<file path="src/sv/fdsd_pkg.sv">
// fdsd_pkg: beat types, digit types, range limits and the segment table
// for the four-digit seven-segment driver; no dependencies
`default_nettype none

package fdsd_pkg;

  localparam int unsigned DigitCount = 4;
  localparam int unsigned BeatW      = $clog2(DigitCount);

  // range limits, inputs above these saturate
  localparam logic [13:0] RpmMax   = 14'd9999;
  localparam logic [6:0]  SpeedMax = 7'd99;

  // reciprocal multipliers, q = (x * m) >> s, exact over the saturated range
  localparam logic [14:0] RecipThou  = 15'd16778;  // 2^24 / 1000, rounded up
  localparam int unsigned ShiftThou  = 24;
  localparam logic [13:0] RecipHund  = 14'd10486;  // 2^20 / 100, rounded up
  localparam int unsigned ShiftHund  = 20;
  localparam logic [6:0]  RecipTen   = 7'd103;     // 2^10 / 10, rounded up
  localparam int unsigned ShiftTen   = 10;

  localparam logic [7:0] BlankPattern = 8'h7f;

  typedef struct packed {
    logic [13:0] engine_rpm;
    logic [6:0]  vehicle_speed;
    logic        toggle_call_led;
    logic        blank_all;
  } in_t;

  typedef struct packed {
    logic [3:0] digit_enable;
    logic [7:0] segment_byte;
    logic       last_digit;
  } out_t;

  // decimal digits of one item, in display order
  typedef struct packed {
    logic [3:0] rpm_thou;
    logic [3:0] rpm_hund;
    logic [3:0] spd_tens;
    logic [3:0] spd_unit;
  } digits_t;

  // active-low segments a..g for one decimal digit
  function automatic logic [6:0] seg_pattern(input logic [3:0] d);
    logic [6:0] p;
    case (d)
      4'd0:    p = 7'h40;
      4'd1:    p = 7'h79;
      4'd2:    p = 7'h24;
      4'd3:    p = 7'h30;
      4'd4:    p = 7'h19;
      4'd5:    p = 7'h12;
      4'd6:    p = 7'h02;
      4'd7:    p = 7'h78;
      4'd8:    p = 7'h00;
      4'd9:    p = 7'h10;
      default: p = 7'h7f;
    endcase
    return p;
  endfunction

endpackage

`default_nettype wire

</file>
<file path="src/sv/fdsd_digit_split.sv">
// fdsd_digit_split: saturates both speeds and splits them into four decimal
// digits with reciprocal multiplies; uses fdsd_pkg
`default_nettype none

module fdsd_digit_split (
  input  wire fdsd_pkg::in_t item,
  output fdsd_pkg::digits_t  digits
);

  logic [13:0] rpm_sat;
  logic [6:0]  spd_sat;
  logic [28:0] p_thou;
  logic [27:0] p_hund;
  logic [13:0] p_ten;
  logic [3:0]  q_thou;
  logic [6:0]  q_hund;
  logic [3:0]  q_ten;
  logic [6:0]  hund_diff;
  logic [6:0]  unit_diff;

  assign rpm_sat = (item.engine_rpm > fdsd_pkg::RpmMax) ? fdsd_pkg::RpmMax
                                                        : item.engine_rpm;
  assign spd_sat = (item.vehicle_speed > fdsd_pkg::SpeedMax) ? fdsd_pkg::SpeedMax
                                                             : item.vehicle_speed;

  // three independent multiplies, none feeds another
  assign p_thou = {15'd0, rpm_sat} * {14'd0, fdsd_pkg::RecipThou};
  assign p_hund = {14'd0, rpm_sat} * {14'd0, fdsd_pkg::RecipHund};
  assign p_ten  = {7'd0, spd_sat} * {7'd0, fdsd_pkg::RecipTen};

  assign q_thou = p_thou[fdsd_pkg::ShiftThou +: 4];
  assign q_hund = p_hund[fdsd_pkg::ShiftHund +: 7];
  assign q_ten  = p_ten[fdsd_pkg::ShiftTen +: 4];

  // digit = quotient minus ten times the next coarser quotient
  assign hund_diff = q_hund - ({q_thou, 3'b000} + {2'b00, q_thou, 1'b0});
  assign unit_diff = spd_sat - ({q_ten, 3'b000} + {2'b00, q_ten, 1'b0});

  assign digits.rpm_thou = q_thou;
  assign digits.rpm_hund = hund_diff[3:0];
  assign digits.spd_tens = q_ten;
  assign digits.spd_unit = unit_diff[3:0];

endmodule

`default_nettype wire

</file>
<file path="src/sv/four_digit_seven_segment_driver_core.sv">
// four_digit_seven_segment_driver_core: top level, input register, digit
// frame register and beat sequencer; uses fdsd_pkg and fdsd_digit_split
`default_nettype none

// Each accepted input beat carries an engine speed and a vehicle speed and
// produces four output beats, one per display: rpm thousands, rpm hundreds,
// speed tens, speed units, each with a one-hot digit enable and an active-low
// segment byte whose bit 7 is the call LED. Speeds above range saturate to
// 9999 and 99. A set toggle flag flips the call LED before the item is shown,
// also when the item is blanked; a blanked item shows 0x7f on all digits.
// Timing: the input beat lands in an input register; from there the digits
// are split and encoded into a four-byte frame register once that register
// is empty or sending its last beat, and the frame's four beats leave one per
// cycle from there while out_ready is high. With out_ready held high the
// block takes input beats at the pace set by the four-beat drain of the
// frame register; the input register takes the next item while a frame is
// still draining, and the two registers part the two sides so that a stalled
// output never drops or repeats a beat.
module four_digit_seven_segment_driver_core (
  input  wire logic           clk,
  input  wire logic           rst_n,
  input  wire logic           in_valid,
  output logic                in_ready,
  input  wire fdsd_pkg::in_t  in_data,
  output logic                out_valid,
  input  wire logic           out_ready,
  output fdsd_pkg::out_t      out_data
);

  localparam int unsigned BeatW = fdsd_pkg::BeatW;
  localparam logic [BeatW-1:0] LastBeat = BeatW'(fdsd_pkg::DigitCount - 1);

  // input register
  logic           s1_valid_r, s1_valid_nxt;
  fdsd_pkg::in_t  s1_data_r;

  // frame register, one segment byte per digit, and beat counter
  logic             frm_valid_r, frm_valid_nxt;
  logic [BeatW-1:0] beat_r, beat_nxt;
  logic [7:0]       seg_r [fdsd_pkg::DigitCount];
  logic [7:0]       seg_nxt [fdsd_pkg::DigitCount];

  logic call_led_r, call_led_nxt;

  fdsd_pkg::digits_t digits;
  logic in_fire, out_fire, frm_done, frm_load;

  fdsd_digit_split u_split (
    .item   (s1_data_r),
    .digits (digits)
  );

  // handshake bookkeeping
  assign out_valid = frm_valid_r;
  assign out_fire  = out_valid && out_ready;
  assign frm_done  = out_fire && (beat_r == LastBeat);
  assign frm_load  = s1_valid_r && (!frm_valid_r || frm_done);
  assign in_ready  = !s1_valid_r || frm_load;
  assign in_fire   = in_valid && in_ready;

  // led flips as the item moves into the frame, in item order
  assign call_led_nxt = call_led_r ^ (frm_load && s1_data_r.toggle_call_led);

  always_comb begin
    s1_valid_nxt = s1_valid_r;
    if (in_fire) begin
      s1_valid_nxt = 1'b1;
    end else if (frm_load) begin
      s1_valid_nxt = 1'b0;
    end
  end

  always_comb begin
    frm_valid_nxt = frm_valid_r;
    beat_nxt      = beat_r;
    if (frm_load) begin
      frm_valid_nxt = 1'b1;
      beat_nxt      = '0;
    end else if (frm_done) begin
      frm_valid_nxt = 1'b0;
    end else if (out_fire) begin
      beat_nxt = beat_r + 1'b1;
    end
  end

  // encode the four digits, blanking overrides digit and led
  always_comb begin
    if (s1_data_r.blank_all) begin
      for (int i = 0; i < fdsd_pkg::DigitCount; i++) begin
        seg_nxt[i] = fdsd_pkg::BlankPattern;
      end
    end else begin
      seg_nxt[0] = {call_led_nxt, fdsd_pkg::seg_pattern(digits.rpm_thou)};
      seg_nxt[1] = {call_led_nxt, fdsd_pkg::seg_pattern(digits.rpm_hund)};
      seg_nxt[2] = {call_led_nxt, fdsd_pkg::seg_pattern(digits.spd_tens)};
      seg_nxt[3] = {call_led_nxt, fdsd_pkg::seg_pattern(digits.spd_unit)};
    end
  end

  always_ff @(posedge clk) begin
    if (!rst_n) begin
      s1_valid_r  <= 1'b0;
      frm_valid_r <= 1'b0;
      beat_r      <= '0;
      call_led_r  <= 1'b0;
    end else begin
      s1_valid_r  <= s1_valid_nxt;
      frm_valid_r <= frm_valid_nxt;
      beat_r      <= beat_nxt;
      call_led_r  <= call_led_nxt;
    end
  end

  // payload registers, no reset
  always_ff @(posedge clk) begin
    if (in_fire) begin
      s1_data_r <= in_data;
    end
    if (frm_load) begin
      for (int i = 0; i < fdsd_pkg::DigitCount; i++) begin
        seg_r[i] <= seg_nxt[i];
      end
    end
  end

  // output beat straight from the frame register
  assign out_data.digit_enable = 4'b0001 << beat_r;
  assign out_data.segment_byte = seg_r[beat_r];
  assign out_data.last_digit   = (beat_r == LastBeat);

  // a non-final beat taken is followed by the next digit of the same frame
  a_beat_advance: assert property (@(posedge clk) disable iff (!rst_n)
    out_fire && !out_data.last_digit |=> out_valid &&
      (out_data.digit_enable == ($past(out_data.digit_enable) << 1)))
    else $error("digit sequence broken within a frame");

  // a drained frame with nothing waiting leaves the output idle
  a_frame_empty: assert property (@(posedge clk) disable iff (!rst_n)
    frm_done && !frm_load |=> !out_valid)
    else $error("output valid without a loaded frame");

  // the led only changes when an item enters the frame
  a_led_hold: assert property (@(posedge clk) disable iff (!rst_n)
    !frm_load |=> $stable(call_led_r))
    else $error("call led changed outside a frame load");

  // the led bit never rides on a blank pattern
  a_blank_no_led: assert property (@(posedge clk) disable iff (!rst_n)
    out_valid && out_data.segment_byte[7] |-> out_data.segment_byte[6:0] != 7'h7f)
    else $error("led bit set on a blanked digit");

endmodule

`default_nettype wire
</file>
<file path="config.mk">
export PLATFORM = sky130hd
export DESIGN_NAME = four_digit_seven_segment_driver_core
export DESIGN_NICKNAME = d
export VERILOG_FILES = /design/src/sv/fdsd_pkg.sv /design/src/sv/fdsd_digit_split.sv /design/src/sv/four_digit_seven_segment_driver_core.sv
export SDC_FILE = /design/constraint.sdc
export NUM_CORES = 1
export LEC_CHECK = 0
export BUFFER_PORTS_ARGS = -buffer_cell sky130_fd_sc_hd__clkbuf_2
export CORE_MARGIN = 2
export CORE_UTILIZATION = 52
export DETAILED_ROUTE_END_ITERATION = 6
export GPL_TIMING_DRIVEN = 0
export PLACE_DENSITY = 0.68
export SLEW_MARGIN = 30
export SYNTH_ARGS = -nofsm -noshare
export SYNTH_HDL_FRONTEND = slang
export SYNTH_HIERARCHICAL = 1
export SYNTH_SLANG_ARGS = --single-unit
</file>
<file path="constraint.sdc">
create_clock -name clk -period 12.7 [get_ports clk]
set_clock_uncertainty 0.1 [all_clocks]
set_input_delay 1.905 -clock clk [delete_from_list [all_inputs] [get_ports clk]]
set_output_delay 1.905 -clock clk [all_outputs]
set_load 0.02 [all_outputs]
</file>
=== Word-level counts from Yosys, hierarchy flattened ===
Memories as Yosys holds them, arrays and structs flattened. A register that Yosys moved wholly into a read port is not among the register bits.
Cells that the tools add are included.

* Add/sub/neg operators: 5
* Multiply operators: 3
* Magnitude comparators: 2
* Equality and inequality tests: 1
* Shift operators: 1
* Muxes and demuxes: 11
* Bitwise operators: 3
* Reductions and logical operators: 13

{| class="wikitable"
|+ Operator list
! kind !! count
|-
| 32-bit 2-to-1 mux || 1
|-
| 14-bit by 14-bit multiplier with 27-bit output (second input constant) || 1
|-
| 14-bit by 13-bit multiplier with 23-bit output (second input constant) || 1
|-
| 14-bit > comparator (second input constant) || 1
|-
| 7-bit by 7-bit multiplier with 14-bit output (second input constant) || 1
|-
| 14-bit 2-to-1 mux || 1
|-
| 4-bit adder || 2
|-
| 4-bit subtractor || 2
|-
| 7-bit > comparator (second input constant) || 1
|-
| 7-bit 2-to-1 mux || 1
|-
| 1-bit 2-to-1 mux || 6
|-
| 1-bit logical AND || 5
|-
| 2-bit 2-to-1 mux || 2
|-
| 2-bit nonzero test || 2
|-
| 1-bit by 2-bit left shift with 4-bit output (first input constant) || 1
|-
| 2-bit by 1-bit adder with 2-bit output (second input constant) || 1
|-
| 2-bit equality test (second input constant) || 1
|-
| 1-bit logical NOT || 2
|-
| 1-bit logical OR || 2
|-
| 1-bit inverter || 2
|-
| 2-bit AND reduction || 1
|-
| 2-bit OR reduction || 1
|-
| 1-bit XOR || 1
|}

* Flip-flop bits (word level): 28
* Bits in writable memories: 32
* Bits in read-only memories: 448
* Bits of input ports: 27
* Logic and storage cells: 52
* Memories: 5

{| class="wikitable"
|+ Memories
! name !! depth !! width !! rd ports !! clocked after Yosys merged registers in !! wr ports !! line !! text
|-
| (name not given) || 16 || 7 || 1 || 0 || 0 || fdsd_pkg.sv:48 || <nowiki>case (d)</nowiki>
|-
| (name not given) || 16 || 7 || 1 || 0 || 0 || fdsd_pkg.sv:48 ||
|-
| (name not given) || 16 || 7 || 1 || 0 || 0 || fdsd_pkg.sv:48 ||
|-
| (name not given) || 16 || 7 || 1 || 0 || 0 || fdsd_pkg.sv:48 ||
|-
| seg_r || 4 || 8 || 1 || 1 || 4 || four_digit_seven_segment_driver_core.sv:40 || <nowiki>logic [7:0] seg_r [fdsd_pkg::DigitCount];</nowiki>
|}

=== Depth between registers and ports, before layout ===
* Word-level depth: 7
* Depth in mapped cells: 35
* Gate-level depth less buffers: 32

=== Modules after synthesis ===
Netlist, hierarchy kept.

{| class="wikitable"
|+ By module, submodules not included
! module !! instances !! cells each !! area each (um^2) !! seq. area each (um^2)
|-
| fdsd_digit_split || 1 || 745 || 6495.0 || 0.0
|-
| four_digit_seven_segment_driver_core || 1 || 241 || 3014.1 || 1701.6
|}

=== Worst setup path before layout ===
Ideal clock, no wire load.

* Kind: register to register
* Start point: reg s1_data_r[16] (netlist name)
* End point: mem seg_r[1][0] (data pin)
* Data arrival time: 6.965 ns
* Required time: 12.340 ns
* Setup slack: 5.375 ns
* Cell stages (with the launch flop): 35
* Path buffers: 3
* Path through: edfxtp_1 buf_2 nor4_1 nor3b_1 nor3_1 nand2b_1 buf_2 nand2_1 inv_1 ha_1 inv_1 fa_1 inv_1 fa_1 inv_1 fa_1 fa_1 inv_1 ha_1 a2111o_1 a21oi_1 a21oi_1 o21ai_1 o21ai_0 xnor2_1 ha_1 xnor2_1 xnor2_1 xnor2_1 xnor3_1 xor2_1 buf_6 or2_2 a21oi_1 o21bai_1

{| class="wikitable"
|+ RTL lines
! item !! line !! text
|-
| start, declared || four_digit_seven_segment_driver_core.sv:35 || <nowiki>fdsd_pkg::in_t s1_data_r;</nowiki>
|-
| start signal, assigned || four_digit_seven_segment_driver_core.sv:117 || <nowiki>s1_data_r <= in_data;</nowiki>
|-
| end, declared || four_digit_seven_segment_driver_core.sv:40 ||
|}

==> impl_metrics.json <==
{
  "power_density_mw_per_mm2": 225,
  "pin_count": 42,
  "max_freq_mhz": 116,
  "synth_area_leaders": "ha_1 29%, fa_1 17%, edfxtp_1 16%, inv_1 8.6%, xnor2_1 2.9%",
  "final.setup.tns_ps": 0,
  "htreeDepth": 3,
  "die_area_mm2": 0.0194,
  "slew_headroom_pct": 41.9,
  "critical_path_required_ps": 12680,
  "wl_per_cell_um": 15.6,
  "antenna_found_initial": 0,
  "async_reset_ff_share_pct": 0,
  "worst_pin_slew_ps": 869,
  "vdd_drop_max_mv": 0.134,
  "intPower_mw": 1.18,
  "grt_pass1_wl_um": 33500,
  "worstPathArrival_ps": 8630,
  "coreArea_mm2": 0.0180,
  "first_pass_iters": 5,
  "insertion_delay_ps": 330,
  "yosys_warnings": 6,
  "first_global_vias": 6789,
  "rsz0062_at_grt": "no",
  "cap_violations": 0,
  "endpoint_kind": "register",
  "diodes": 0,
  "ys_seq_elements": 59,
  "postSynthCellCount": 986,
  "postCtsResizedCells": 0,
  "synth_nets": 1316,
  "outcome": "complete, no violations",
  "synth_top_area_cell": "ha_1",
  "initial_core_util_pct": 52.9,
  "cts_tree": "done",
  "crit_top_cell": "inv_1",
  "crit_type": "reg2reg",
  "core.rowCount": 49,
  "combPwrFrac_pct": 77.2,
  "period_share_pct": 68.1,
  "grt_max_degree": 27,
  "area_growth_pct": 8.65,
  "hold_class": "reg2reg",
  "port_buffers": 41,
  "ys.flop_type": "edfxtp_1",
  "slew_violations": 0,
  "cts_buffers": 9,
  "yosysTopAreaCellShare_pct": 29.1,
  "cp_max_fo": 10,
  "final_common_cell": "ha_1",
  "synth_edf_count": 52,
  "critPathLaunchType": "register",
  "crit_start": "s1_data_r[16]",
  "clock_path_buffers": 2,
  "hold_viol_final": 0,
  "clkSinkCount": 59,
  "synth_area_per_cell_um2": 9.64,
  "drive_gt1_share_pct": 9.29,
  "rr_worst_depth": 35,
  "seqPwrFrac_pct": 12.4,
  "dp_hpwl_um": 17000,
  "p_sw_mw": 1.15,
  "die_x_um": 139,
  "slowest_stage": "fa_1",
  "cp-endpoint": "seg_r[1][3]",
  "p_clk_share_pct": 10.4,
  "critical-path-max-stage-delay_ps": 550,
  "postCtsHoldBufs": 0,
  "grt_usage_pct": 21.6,
  "gp_congestion": 0.951,
  "grt_overflow": 0,
  "clkTransAtPathRegs_ps": 60,
  "die_height_um": 139,
  "viasPerCell": 5.23,
  "period_minus_slack_ps": 8650,
  "drtAntennaViolNets": 0,
  "setup_viol": 0,
  "final_nets": 1369,
  "final_cell_mix": "221 x ha_1, 219 x inv_1, 82 x fa_1",
  "synth.cell_area_mm2": 0.00951,
  "fin_hold_ws_ps": 426,
  "root_buffer": "clkbuf_16",
  "drtIter0Drc": 447,
  "yosysSeqAreaShare_pct": 17.9,
  "drt_wl_total_um": 19800,
  "sw_frac_of_total_pct": 49.4,
  "synth_cell_types": 58,
  "r2r_end": "seg_r[1][3]",
  "dr_total_vias": 6661,
  "timing.rr.start": "s1_data_r[16]",
  "cts_setup_buffers": 0,
  "leakage_nw": 5.38,
  "r2r_setup_slack_ps": 4050,
  "drc": 0
}
layout make-up:
cell class	instances	area, um^2
clock inverters	7	68.8
clock buffers	9	225
flip-flops and latches	59	1700
repair buffers	42	233
fillers	1536	7630
well taps	229	287
multi-input cells	681	6860
inverters	219	822
plain buffers	27	133
worst max-delay path: cells and delay by family, from the launching register on:
kind	cells	cell delay, ps
adder cells (fa/ha/maj)	7	2740
AND/OR/NAND/NOR	7	1520
flip-flops	1	340
XOR/XNOR	6	1120
buffers and inverters	8	1060
AO/OA/AOI/OAI	7	1510
cells in the mapped netlist, drive strengths merged, types with 12 or more instances:
master    n
ha      221
inv     219
fa       82
edfxtp   52
a21oi    48
nor2     47
nand2    33
xnor2    32
nand2b   29
o21bai   25
o21ai    23
or2      15
and3     14
buf      14
clkbuf   13
a21o     12
and2     12
worst min path at each step:
stage / cells past startpoint / slack, ps / end / from
3_5_place_dp: 2 / 420 / call_led_r / call_led_r
2_1_floorplan: 2 / 380 / call_led_r / call_led_r
5_1_grt: 2 / 440 / call_led_r / call_led_r
6_report: 2 / 430 / call_led_r / call_led_r
4_1_cts: 2 / 430 / call_led_r / call_led_r
3_3_place_gp: 2 / 400 / call_led_r / call_led_r
flip-flops by register name (all words and copies together) (netlist names), named ones only:
signal / cells
seg_r: 29
s1_data_r: 23
beat_r: 2
call_led_r: 1
out_valid: 1
s1_valid_r: 1
layer usage:
layer	track usage, %	routed length, um
met5	0	0
met4	4.47	274
met3	2.92	821
met2	34.2	8910
met1	32.0	9830
logic make-up after synthesis:
| family | after synthesis | share of synthesized area [%] |
|---|---|---|
| buffers and inverters | 246 | 10.0 |
| muxes | 9 | 1.87 |
| AOI/OAI and AO/OA | 145 | 9.93 |
| and+or+nand+nor | 181 | 9.82 |
| xor gates and xnor gates | 43 | 4.11 |
| DFF | 59 | 17.9 |
| adders and majority gates | 303 | 46.3 |
power groups by stage:
stage               clock, mW  sequential [mW]  combinational, mW
global placement            0            0.292               1.74
finish                  0.242            0.289               1.79
global route            0.254            0.292               2.08
floorplan                   0            0.286               1.39
CTS                     0.246            0.289               1.80
detailed placement          0            0.291               1.77
metrics by stage:
stage	setup slack (ps)	utilization, %	cells	area [um^2]	power [mW]
after floorplan	5380	-	986	9510	1.67
after global placement	4150	55.7	1256	10000	2.03
after detailed placement	4140	55.9	1257	10000	2.06
after CTS	4050	57.5	1273	10300	2.34
after global routing	3510	57.5	1273	10300	2.63
final	4050	57.5	1273	10300	2.32
(Power assumes the default switching activity.)
